<file path="src/rtl/rhm_pkg.sv">
// ----------------------------------------------------------------------------
// rhm_pkg
// shared widths, reset value and cell control type of the rpm median filter
// ----------------------------------------------------------------------------
package rhm_pkg;

    localparam int RPM_W = 20;
    localparam int CFG_W = 5;

    localparam logic [CFG_W-1:0] LIMIT_RESET = 5'd5;

    typedef struct packed {
        logic             del_en;
        logic             ins_en;
        logic [RPM_W-1:0] new_val;
    } t_cell_ctl;

endpackage

</file>
<file path="src/rtl/rhm_cell.sv">
// ----------------------------------------------------------------------------
// rhm_cell
// one slot of the sorted history chain: value, age and valid flag, with
// delete by age (pull from right) and sorted insert (push to right)
// ----------------------------------------------------------------------------
module rhm_cell #(
    parameter int AW = 4
) (
    input  logic                      i_clk,
    input  logic                      i_rst_n,
    input  rhm_pkg::t_cell_ctl        i_ctl,
    input  logic [AW-1:0]             i_drop_age,
    input  logic [rhm_pkg::RPM_W-1:0] i_prev_val,
    input  logic                      i_prev_vld,
    input  logic [AW-1:0]             i_prev_age,
    input  logic                      i_prev_ge,
    input  logic [rhm_pkg::RPM_W-1:0] i_next_val,
    input  logic                      i_next_vld,
    input  logic [AW-1:0]             i_next_age,
    input  logic                      i_del_seen,
    output logic [rhm_pkg::RPM_W-1:0] o_val,
    output logic                      o_vld,
    output logic [AW-1:0]             o_age,
    output logic                      o_ge,
    output logic                      o_del_seen
);

    logic [rhm_pkg::RPM_W-1:0] r_val, n_val;
    logic [AW-1:0]             r_age, n_age;
    logic                      r_vld, n_vld;
    logic                      w_ge;
    logic                      w_del;

    assign w_del = i_del_seen | (r_vld && (r_age == i_drop_age));
    assign w_ge  = !r_vld || (r_val > i_ctl.new_val);

    always_comb begin
        n_val = r_val;
        n_vld = r_vld;
        n_age = r_age;
        if (i_ctl.del_en) begin
            if (w_del) begin
                n_val = i_next_val;
                n_vld = i_next_vld;
                n_age = i_next_age;
            end
        end else if (i_ctl.ins_en) begin
            if (w_ge && !i_prev_ge) begin
                n_val = i_ctl.new_val;
                n_vld = 1'b1;
                n_age = '0;
            end else if (w_ge) begin
                n_val = i_prev_val;
                n_vld = i_prev_vld;
                n_age = AW'(i_prev_age + 1'b1);
            end else begin
                n_age = AW'(r_age + 1'b1);
            end
        end
    end

    always_ff @(posedge i_clk) begin
        if (!i_rst_n) begin
            r_vld <= 1'b0;
        end else begin
            r_vld <= n_vld;
        end
    end

    always_ff @(posedge i_clk) begin
        r_val <= n_val;
        r_age <= n_age;
    end

    assign o_val      = r_val;
    assign o_vld      = r_vld;
    assign o_age      = r_age;
    assign o_ge       = w_ge;
    assign o_del_seen = w_del;

endmodule

</file>
<file path="src/rtl/rpm_history_median_filter_top.sv">
// ----------------------------------------------------------------------------
// rpm_history_median_filter_top
// median of the recent frame rpm estimates, kept in a sorted chain of cells
// ----------------------------------------------------------------------------
// input channel: i_in_valid / o_in_stall carry i_frame_rpm (unsigned q16.4);
// a zero estimate leaves the history alone and returns zero, from_history 0
// output channel: o_out_valid / i_out_stall carry o_smoothed_rpm and
// o_from_history, one result per input transaction, in order
// config: i_cfg_wr_en writes i_cfg_wr_data into the history limit; the user
// must write it only while idle, the block itself does not enforce this
// one item at a time: a nonzero estimate steps through delete oldest, sorted
// insert, read lower middle and read upper middle to the output register; a
// zero estimate goes straight from idle to the last step
// o_in_stall is high while an item is in the chain; the next transaction is
// taken once the chain is back to idle, even if a result still waits
// a stalled result holds in the output register; the chain waits in its last
// step until the output register is free
// reset (synchronous, active low) empties the history, sets the limit to 5
// and clears the output valid
// ----------------------------------------------------------------------------
module rpm_history_median_filter_top #(
    parameter int HISTORY_DEPTH = 16
) (
    input  logic                      i_clk,
    input  logic                      i_rst_n,
    input  logic                      i_in_valid,
    output logic                      o_in_stall,
    input  logic [rhm_pkg::RPM_W-1:0] i_frame_rpm,
    output logic                      o_out_valid,
    input  logic                      i_out_stall,
    output logic [rhm_pkg::RPM_W-1:0] o_smoothed_rpm,
    output logic                      o_from_history,
    input  logic                      i_cfg_wr_en,
    input  logic [rhm_pkg::CFG_W-1:0] i_cfg_wr_data
);

    localparam int AW = (HISTORY_DEPTH > 1) ? $clog2(HISTORY_DEPTH) : 1;
    localparam int CW = $clog2(HISTORY_DEPTH + 1);
    localparam int RW = rhm_pkg::RPM_W;

    localparam logic [2:0] S_IDLE = 3'd0;
    localparam logic [2:0] S_DEL  = 3'd1;
    localparam logic [2:0] S_INS  = 3'd2;
    localparam logic [2:0] S_MLO  = 3'd3;
    localparam logic [2:0] S_MHI  = 3'd4;

    logic [2:0]                r_state, n_state;
    logic [rhm_pkg::CFG_W-1:0] r_limit;
    logic [CW-1:0]             r_count;
    logic                      r_drop;
    logic                      r_zero;
    logic [RW-1:0]             r_new;
    logic [RW-1:0]             r_lo;
    logic                      r_out_valid;
    logic [RW-1:0]             r_out_rpm;
    logic                      r_out_hist;

    logic [7:0]                w_lim;
    logic                      w_accept;
    logic                      w_out_free;
    logic [CW-1:0]             w_cnt_m1;
    logic [AW-1:0]             w_lo_idx;
    logic [AW-1:0]             w_hi_idx;
    logic [RW:0]               w_sum;
    rhm_pkg::t_cell_ctl        w_ctl;

    logic [RW-1:0]        w_val [HISTORY_DEPTH];
    logic                 w_vld [HISTORY_DEPTH];
    logic [AW-1:0]        w_age [HISTORY_DEPTH];
    logic                 w_ge  [HISTORY_DEPTH];
    logic                 w_dsn [HISTORY_DEPTH];

    // effective limit: zero counts as one, capped at the depth
    always_comb begin
        w_lim = {3'b000, r_limit};
        if (r_limit == '0) begin
            w_lim = 8'd1;
        end else if (w_lim > 8'(HISTORY_DEPTH)) begin
            w_lim = 8'(HISTORY_DEPTH);
        end
    end

    assign w_accept   = i_in_valid && !o_in_stall;
    assign w_out_free = !r_out_valid || !i_out_stall;
    assign w_cnt_m1   = CW'(r_count - 1'b1);
    assign w_lo_idx   = AW'(w_cnt_m1 >> 1);
    assign w_hi_idx   = AW'(r_count >> 1);
    assign w_sum      = {1'b0, r_lo} + {1'b0, w_val[w_hi_idx]};

    assign w_ctl.del_en  = (r_state == S_DEL) && r_drop;
    assign w_ctl.ins_en  = (r_state == S_INS);
    assign w_ctl.new_val = r_new;

    genvar gi;
    generate
        for (gi = 0; gi < HISTORY_DEPTH; gi++) begin : g_cell
            logic [RW-1:0] w_pv;
            logic          w_pvd;
            logic [AW-1:0] w_pa;
            logic          w_pg;
            logic          w_pd;
            logic [RW-1:0] w_nv;
            logic          w_nvd;
            logic [AW-1:0] w_na;

            if (gi == 0) begin : g_head
                assign w_pv  = '0;
                assign w_pvd = 1'b0;
                assign w_pa  = '0;
                assign w_pg  = 1'b0;
                assign w_pd  = 1'b0;
            end else begin : g_body
                assign w_pv  = w_val[gi-1];
                assign w_pvd = w_vld[gi-1];
                assign w_pa  = w_age[gi-1];
                assign w_pg  = w_ge[gi-1];
                assign w_pd  = w_dsn[gi-1];
            end

            if (gi == HISTORY_DEPTH - 1) begin : g_tail
                assign w_nv  = '0;
                assign w_nvd = 1'b0;
                assign w_na  = '0;
            end else begin : g_link
                assign w_nv  = w_val[gi+1];
                assign w_nvd = w_vld[gi+1];
                assign w_na  = w_age[gi+1];
            end

            rhm_cell #(
                .AW(AW)
            ) u_cell (
                .i_clk      (i_clk),
                .i_rst_n    (i_rst_n),
                .i_ctl      (w_ctl),
                .i_drop_age (w_cnt_m1[AW-1:0]),
                .i_prev_val (w_pv),
                .i_prev_vld (w_pvd),
                .i_prev_age (w_pa),
                .i_prev_ge  (w_pg),
                .i_next_val (w_nv),
                .i_next_vld (w_nvd),
                .i_next_age (w_na),
                .i_del_seen (w_pd),
                .o_val      (w_val[gi]),
                .o_vld      (w_vld[gi]),
                .o_age      (w_age[gi]),
                .o_ge       (w_ge[gi]),
                .o_del_seen (w_dsn[gi])
            );
        end
    endgenerate

    always_comb begin
        n_state = r_state;
        unique case (r_state)
            S_IDLE: begin
                if (w_accept) begin
                    n_state = (i_frame_rpm == '0) ? S_MHI : S_DEL;
                end
            end
            S_DEL:  n_state = S_INS;
            S_INS:  n_state = S_MLO;
            S_MLO:  n_state = S_MHI;
            S_MHI: begin
                if (w_out_free) begin
                    n_state = S_IDLE;
                end
            end
            default: n_state = S_IDLE;
        endcase
    end

    always_ff @(posedge i_clk) begin
        if (!i_rst_n) begin
            r_state     <= S_IDLE;
            r_limit     <= rhm_pkg::LIMIT_RESET;
            r_count     <= '0;
            r_out_valid <= 1'b0;
        end else begin
            r_state <= n_state;
            if (i_cfg_wr_en) begin
                r_limit <= i_cfg_wr_data;
            end
            if ((r_state == S_INS) && !r_drop) begin
                r_count <= CW'(r_count + 1'b1);
            end
            if ((r_state == S_MHI) && w_out_free) begin
                r_out_valid <= 1'b1;
            end else if (!i_out_stall) begin
                r_out_valid <= 1'b0;
            end
        end
    end

    always_ff @(posedge i_clk) begin
        if (w_accept) begin
            r_new  <= i_frame_rpm;
            r_zero <= (i_frame_rpm == '0);
            r_drop <= ({{(8-CW){1'b0}}, r_count} >= w_lim);
        end
        if (r_state == S_MLO) begin
            r_lo <= w_val[w_lo_idx];
        end
        if ((r_state == S_MHI) && w_out_free) begin
            r_out_rpm  <= r_zero ? '0 : w_sum[RW:1];
            r_out_hist <= !r_zero;
        end
    end

    assign o_in_stall     = (r_state != S_IDLE);
    assign o_out_valid    = r_out_valid;
    assign o_smoothed_rpm = r_out_rpm;
    assign o_from_history = r_out_hist;

endmodule

</file>
<file path="config.mk">
export PLATFORM = sky130hd
export DESIGN_NAME = rpm_history_median_filter_top
export DESIGN_NICKNAME = d
export VERILOG_FILES = /design/src/rtl/rhm_pkg.sv /design/src/rtl/rhm_cell.sv /design/src/rtl/rpm_history_median_filter_top.sv
export SDC_FILE = /design/constraint.sdc
export NUM_CORES = 2
export LEC_CHECK = 0
export CORE_ASPECT_RATIO = 1.2
export CORE_MARGIN = 4
export CORE_UTILIZATION = 35
export DETAILED_ROUTE_END_ITERATION = 10
export DONT_BUFFER_PORTS = 1
export PLACE_DENSITY = 0.49
export SLEW_MARGIN = 20
export SYNTH_ARGS = -nofsm -noshare
export SYNTH_HDL_FRONTEND = slang
export SYNTH_SLANG_ARGS = --single-unit
</file>
<file path="constraint.sdc">
create_clock -name i_clk -period 9.4 [get_ports i_clk]
set_input_delay 1.41 -clock i_clk [delete_from_list [all_inputs] [get_ports i_clk]]
set_output_delay 1.41 -clock i_clk [all_outputs]
set_load 0.01 [all_outputs]
</file>
# After elaboration in Yosys (flattened, before gate mapping)
# Cells that the tools add are included.
# op_classes
add_sub_neg,19
order_cmp,20
eq_ne,39
n_mux,251
bitwise,17
n_reduce_logical,142
# ops
op,n
2-to-1 mux 20 bit,83
> comparator 20 bit,16
2-to-1 mux 4 bit,79
binary-select mux 20 bit (select 4 bit),2
2-to-1 mux 1 bit,81
"adder 4 x 1 -> 4 bit, second input constant",16
equality test 4 bit,16
AND reduction 3 bit,16
nonzero test 3 bit,16
logical NOT 1 bit,36
logical AND 1 bit,35
"!= test 2 x 1 -> 1 bit, second input constant",17
AND reduction 2 bit,17
adder 20 x 20 -> 21 bit,1
logical NOT 20 bit,1
logical OR 1 bit,17
OR 1 bit,15
case mux 3 bit (5 select lines),1
"greater-or-equal comparator 5 bit, second input constant",2
NOT 4 -> 5 bit,2
2-to-1 mux 3 bit,3
greater-or-equal comparator 5 x 8 -> 1 bit,1
2-to-1 mux 8 bit,1
"equality test 3 x 2 -> 1 bit, second input constant",2
other kinds (10),12
# totals
regBits,477
output_inout_bits,23

# Longest topological paths before layout
# depth
ltp_word,20
ltp_mapped,15
ltp_nobuf,14

# Modules after synthesis
# A second synthesis with hierarchy kept.
# unflattened
hier_cells,4515
hier_area_um2,42978.7
# modules_own_cells
module,instances,cells_per_inst,area_each_um2
rhm_cell,16,243,2144.6
rpm_history_median_filter_top,1,627,8665.8

# Worst setup path after synthesis
# Ideal clock, no wire load.
# synth_path
path_type,flip-flop to flip-flop
from,register r_count[1]
to,"register r_out_rpm[17] (netlist: o_smoothed_rpm[17]), data pin"
t_arrival_ns,4.534
required_time_ns,9.130
setup_slack_ns,4.597
path_stages_with_launch,16
synth_period_minus_slack_ns,4.803
path_cell_list,dfxtp_1 -> buf_2 -> buf_1 -> buf_1 -> mux4_2 -> mux4_2 -> ha_1 -> nor2b_1 -> o21ai_0 -> a21boi_0 -> nor4_1 -> nor2_1 -> a311oi_1 -> o41ai_1 -> and2_1 -> nor3_1
# synth_between
elab_chain_cells,5
# synth_lines
element,line_no,rtl
from (decl),rpm_history_median_filter_top.sv:49,logic [CW-1:0] r_count;
from (signal assigned),rpm_history_median_filter_top.sv:186,r_count <= CW'(r_count + 1'b1);
NOT 4 -> 5 bit (implied by the code),rpm_history_median_filter_top.sv:88,"assign w_sum = {1'b0, r_lo} + {1'b0, w_val[w_hi_idx]};"
binary-select mux 20 bit (select 4 bit),rpm_history_median_filter_top.sv:88,
2-to-1 mux 20 bit (implied by the code) (2 in series),rpm_history_median_filter_top.sv:88,
adder 20 x 20 -> 21 bit,rpm_history_median_filter_top.sv:88,
to (signal assigned),rpm_history_median_filter_top.sv:206,r_out_rpm <= r_zero ? '0 : w_sum[RW:1];
to (decl),rpm_history_median_filter_top.sv:55,logic [RW-1:0] r_out_rpm;
# No other way between the ends. The select of a mux whose other input is x is not followed.
# A chain may end at the register's enable or synchronous reset.

# Worst setup path in the final report
# layout_path
from,register r_count[4]
to,"register r_out_rpm[17] (netlist: o_smoothed_rpm[17]), data pin"
# The elaborated chain is that of the path after synthesis.

==> flow_summary.toml <==
[run_status]
outcome = "finished clean"

[grt]
grt_pass1_wl_um = 218000
grt_pass1_vias = 29026
grt_overflow = 0
track_usage = 0.268
antenna_found_initial = 9
grt_max_degree = 239

[layout]
seq_area_um2 = 14000
area_delta_synth_final_pct = 9.55
layout.cells.non_filler = 4775
multiInputGateArea_um2 = 22300
layout_commonest_cell = "edfxtp_1"
num-nets-final = 3738
drive_gt1_frac = 0.118
final_cell_mix = "447 x edfxtp_1, 408 x nand2_1, 388 x o21ai_0"
fillers = 10280

[timing]
tightest_slew_ns = 1.21
fin_tns_setup_ns = 0
finalMaxSlewViolations = 0
rsz0062_at_grt = "false"
timing.slew.headroom = 0.194
fin_skew_ns = 0.0415
period_minus_slack_ns = 5.69
finalCritPeriodShare = 0.605
fmax_ghz = 0.176
hold_viol_final = 0
setup_viol = 0

[cts]
cts.sinks = 477
clock_path_buffers = 3
cts_resized = 0
cts_setup_buffers = 0
numCtsBuffers = 55
cts_tree = "yes"
cts-root-buf = "clkbuf_16"
cts_hold_buf = 0
clkTransAtPathRegs_ns = 0.06
htreeDepth = 2
clk_latency_ns = 0.65

[drt]
drt_pre_antenna_iters = 6
met3_length_um = 11100
dr_total_vias = 29624
wirelength_um = 152000
route.detailed.drc = 0
wl_per_cell_um = 31.9
antenna_left = 0
routed.top_layer = "met5"
routed_via_density = 6.20
met2WireLength_um = 70200
met1Wirelength_um = 60200
first_iter_violations = 3437

[yosys]
yosysSeqAreaShare = 0.377
syn_nets = 3818
async_flop_share = 0
synth_cell_types = 74
synth-edff-count = 447
synth_seq_cells = 477
synth_top_flop_cell = "edfxtp_1"
netlist_area_um2 = 37200
avgSynthCellArea_um2 = 10.9
yosys_warnings = 0
synthesis.instances = 3425

[run]
cap_violations = 0

[pwr]
p_int_mw = 4.75
p_comb_frac = 0.275
p_seq_frac = 0.419
irDropWorstVdd_mv = 0.155
p_sw_mw = 2.56
clock_power_share = 0.306
switching_share = 0.350
power.leakage_nw = 15.2
power_density_nw_per_um2 = 179

[critical_path]
critPathArrivalTime_ns = 6.07
reg2regPathDepth = 15
path_class = "reg2reg"
r2r_slack_ns = 3.71
critPathCaptureType = "flip-flop"
crit_required_ns = 9.78
reg2reg_from = "r_count[4]"
r2r_end = "o_smoothed_rpm[17]"
path_max_fanout = 17
crit_path_start_kind = "flip-flop"

[min_path]
min_to = "g_cell[15].u_cell.o_vld"
min_path_cells = 2
hold_path.class = "reg2reg"
hold_start = "g_cell[15].u_cell.o_vld"

[floorplanning]
io_pins = 53
initial_core_util = 0.354
coreArea_um2 = 105000
die_x_um = 306
die_h_um = 365
dieArea_um2 = 112000
rows = 130

[placement]
gp_congestion = 1.00
dp_hpwl_um = 109000
dp_cells = 4674
io_buffers = 0
-- cells in the mapped netlist (9+ instances only) --
library cell	number	area, um2
a211oi_1	18	135
a21o_1	83	623
a21oi_1	94	470
a221oi_1	11	96.3
a31oi_1	40	250
and2_1	12	75.1
and3_1	12	75.1
and4_1	13	114
buf_1	28	105
buf_2	25	125
clkbuf_1	159	597
dfxtp_1	30	601
edfxtp_1	447	13400
ha_1	362	4530
inv_1	67	251
mux2i_1	310	3100
mux4_2	197	4440
nand2_1	409	1540
nand2b_1	36	225
nand3_1	70	350
nand3b_1	9	67.6
nand4_1	63	394
nor2_1	140	526
nor2b_1	47	294
nor3_1	30	150
nor4_1	20	125
o211ai_1	20	150
o21a_1	32	240
o21ai_0	392	1960
o221ai_1	11	96.3
or3_1	14	87.6
xnor2_1	64	561
xor2_1	48	420
-- registers in the layout, summed over array words and instances, names as in the netlist --
signal               flops
o_from_history           1
g_cell.u_cell.o_val    320
r_zero                   1
g_cell.u_cell.o_age     64
o_smoothed_rpm          20
r_lo                    20
r_limit                  5
r_drop                   1
r_count                  5
o_out_valid              1
r_new                   20
g_cell.u_cell.o_vld     16
r_state                  3
-- area by class of cell --
class	count	share of cell area
repair buffers	78	0.0163
flip-flops and latches	477	0.344
clock buffers	78	0.0385
clock inverters	21	0.00509
diodes	2	0.000123
multi-input cells	2666	0.547
well taps	1386	0.0425
inverters	67	0.00617
-- logic make-up after synthesis --
kind of cell / Yosys count / synth area share
AOI/OAI and AO/OA: 769 / 0.123
muxes: 509 / 0.203
buffers and inverters: 282 / 0.0297
and+or+nand+nor: 909 / 0.116
xor gates and xnor gates: 116 / 0.0284
DFF: 477 / 0.377
adders and majority gates: 363 / 0.122
-- worst max-delay path, stage by stage (launching register included) --
cell      delay [ns]
dfxtp_2         0.73
buf_4           0.51
mux2i_1         0.15
mux4_2          0.49
mux2i_1         0.69
nand2_1         0.17
fa_1            0.43
nor2b_1         0.16
o21ai_0         0.23
a21boi_0        0.38
nor4_1          0.21
nor2_1          0.30
a311oi_1        0.18
o41ai_1         0.52
and2_1          0.19
nor3_1          0.05
-- power by group through the flow --
| stage | combinational [mW] | sequential [mW] | clock [mW] |
|---|---|---|---|
| finish | 2.01 | 3.06 | 2.24 |
| global route | 2.17 | 3.08 | 2.35 |
| CTS | 1.98 | 3.05 | 2.27 |
| detailed placement | 1.97 | 3.09 | 0 |
| global placement | 1.95 | 3.10 | 0 |
| floorplan | 1.33 | 2.87 | 0 |
-- metrics by stage --
stage / worst slack (ns) / util / hold WS (ns) / power, mW / instance area (um2)
final: 3.71 / 0.388 / 0.486 / 7.31 / 40800
after global routing: 3.49 / 0.388 / 0.508 / 7.60 / 40800
after CTS: 3.67 / 0.388 / 0.494 / 7.30 / 40800
after detailed placement: 3.70 / 0.371 / 0.482 / 5.06 / 39000
after global placement: 3.50 / 0.370 / 0.469 / 5.05 / 38900
after floorplan: 4.60 / - / 0.442 / 4.20 / 37200
-- worst max-delay path by stage --
stage | startpoint | slack (ns) | depth (start not counted) | to
after detailed placement | r_count[1] | 3.70 | 11 | o_smoothed_rpm[19]
after CTS | r_count[1] | 3.67 | 11 | o_smoothed_rpm[19]
after global placement | r_new[15] | 3.50 | 10 | g_cell[14].u_cell.o_val[0]
final | r_count[4] | 3.71 | 15 | o_smoothed_rpm[17]
after floorplan | r_count[1] | 4.60 | 15 | o_smoothed_rpm[17]
after global routing | r_count[4] | 3.49 | 15 | o_smoothed_rpm[19]
-- metal layers --
metal | GRT usage | up-vias
li1 | - | 13020
met1 | 0.338 | 14781
met2 | 0.438 | 1431
met3 | 0.0414 | 388
met4 | 0.155 | 4
met5 | 0 | -
Power figures use the tool's default switching activity.
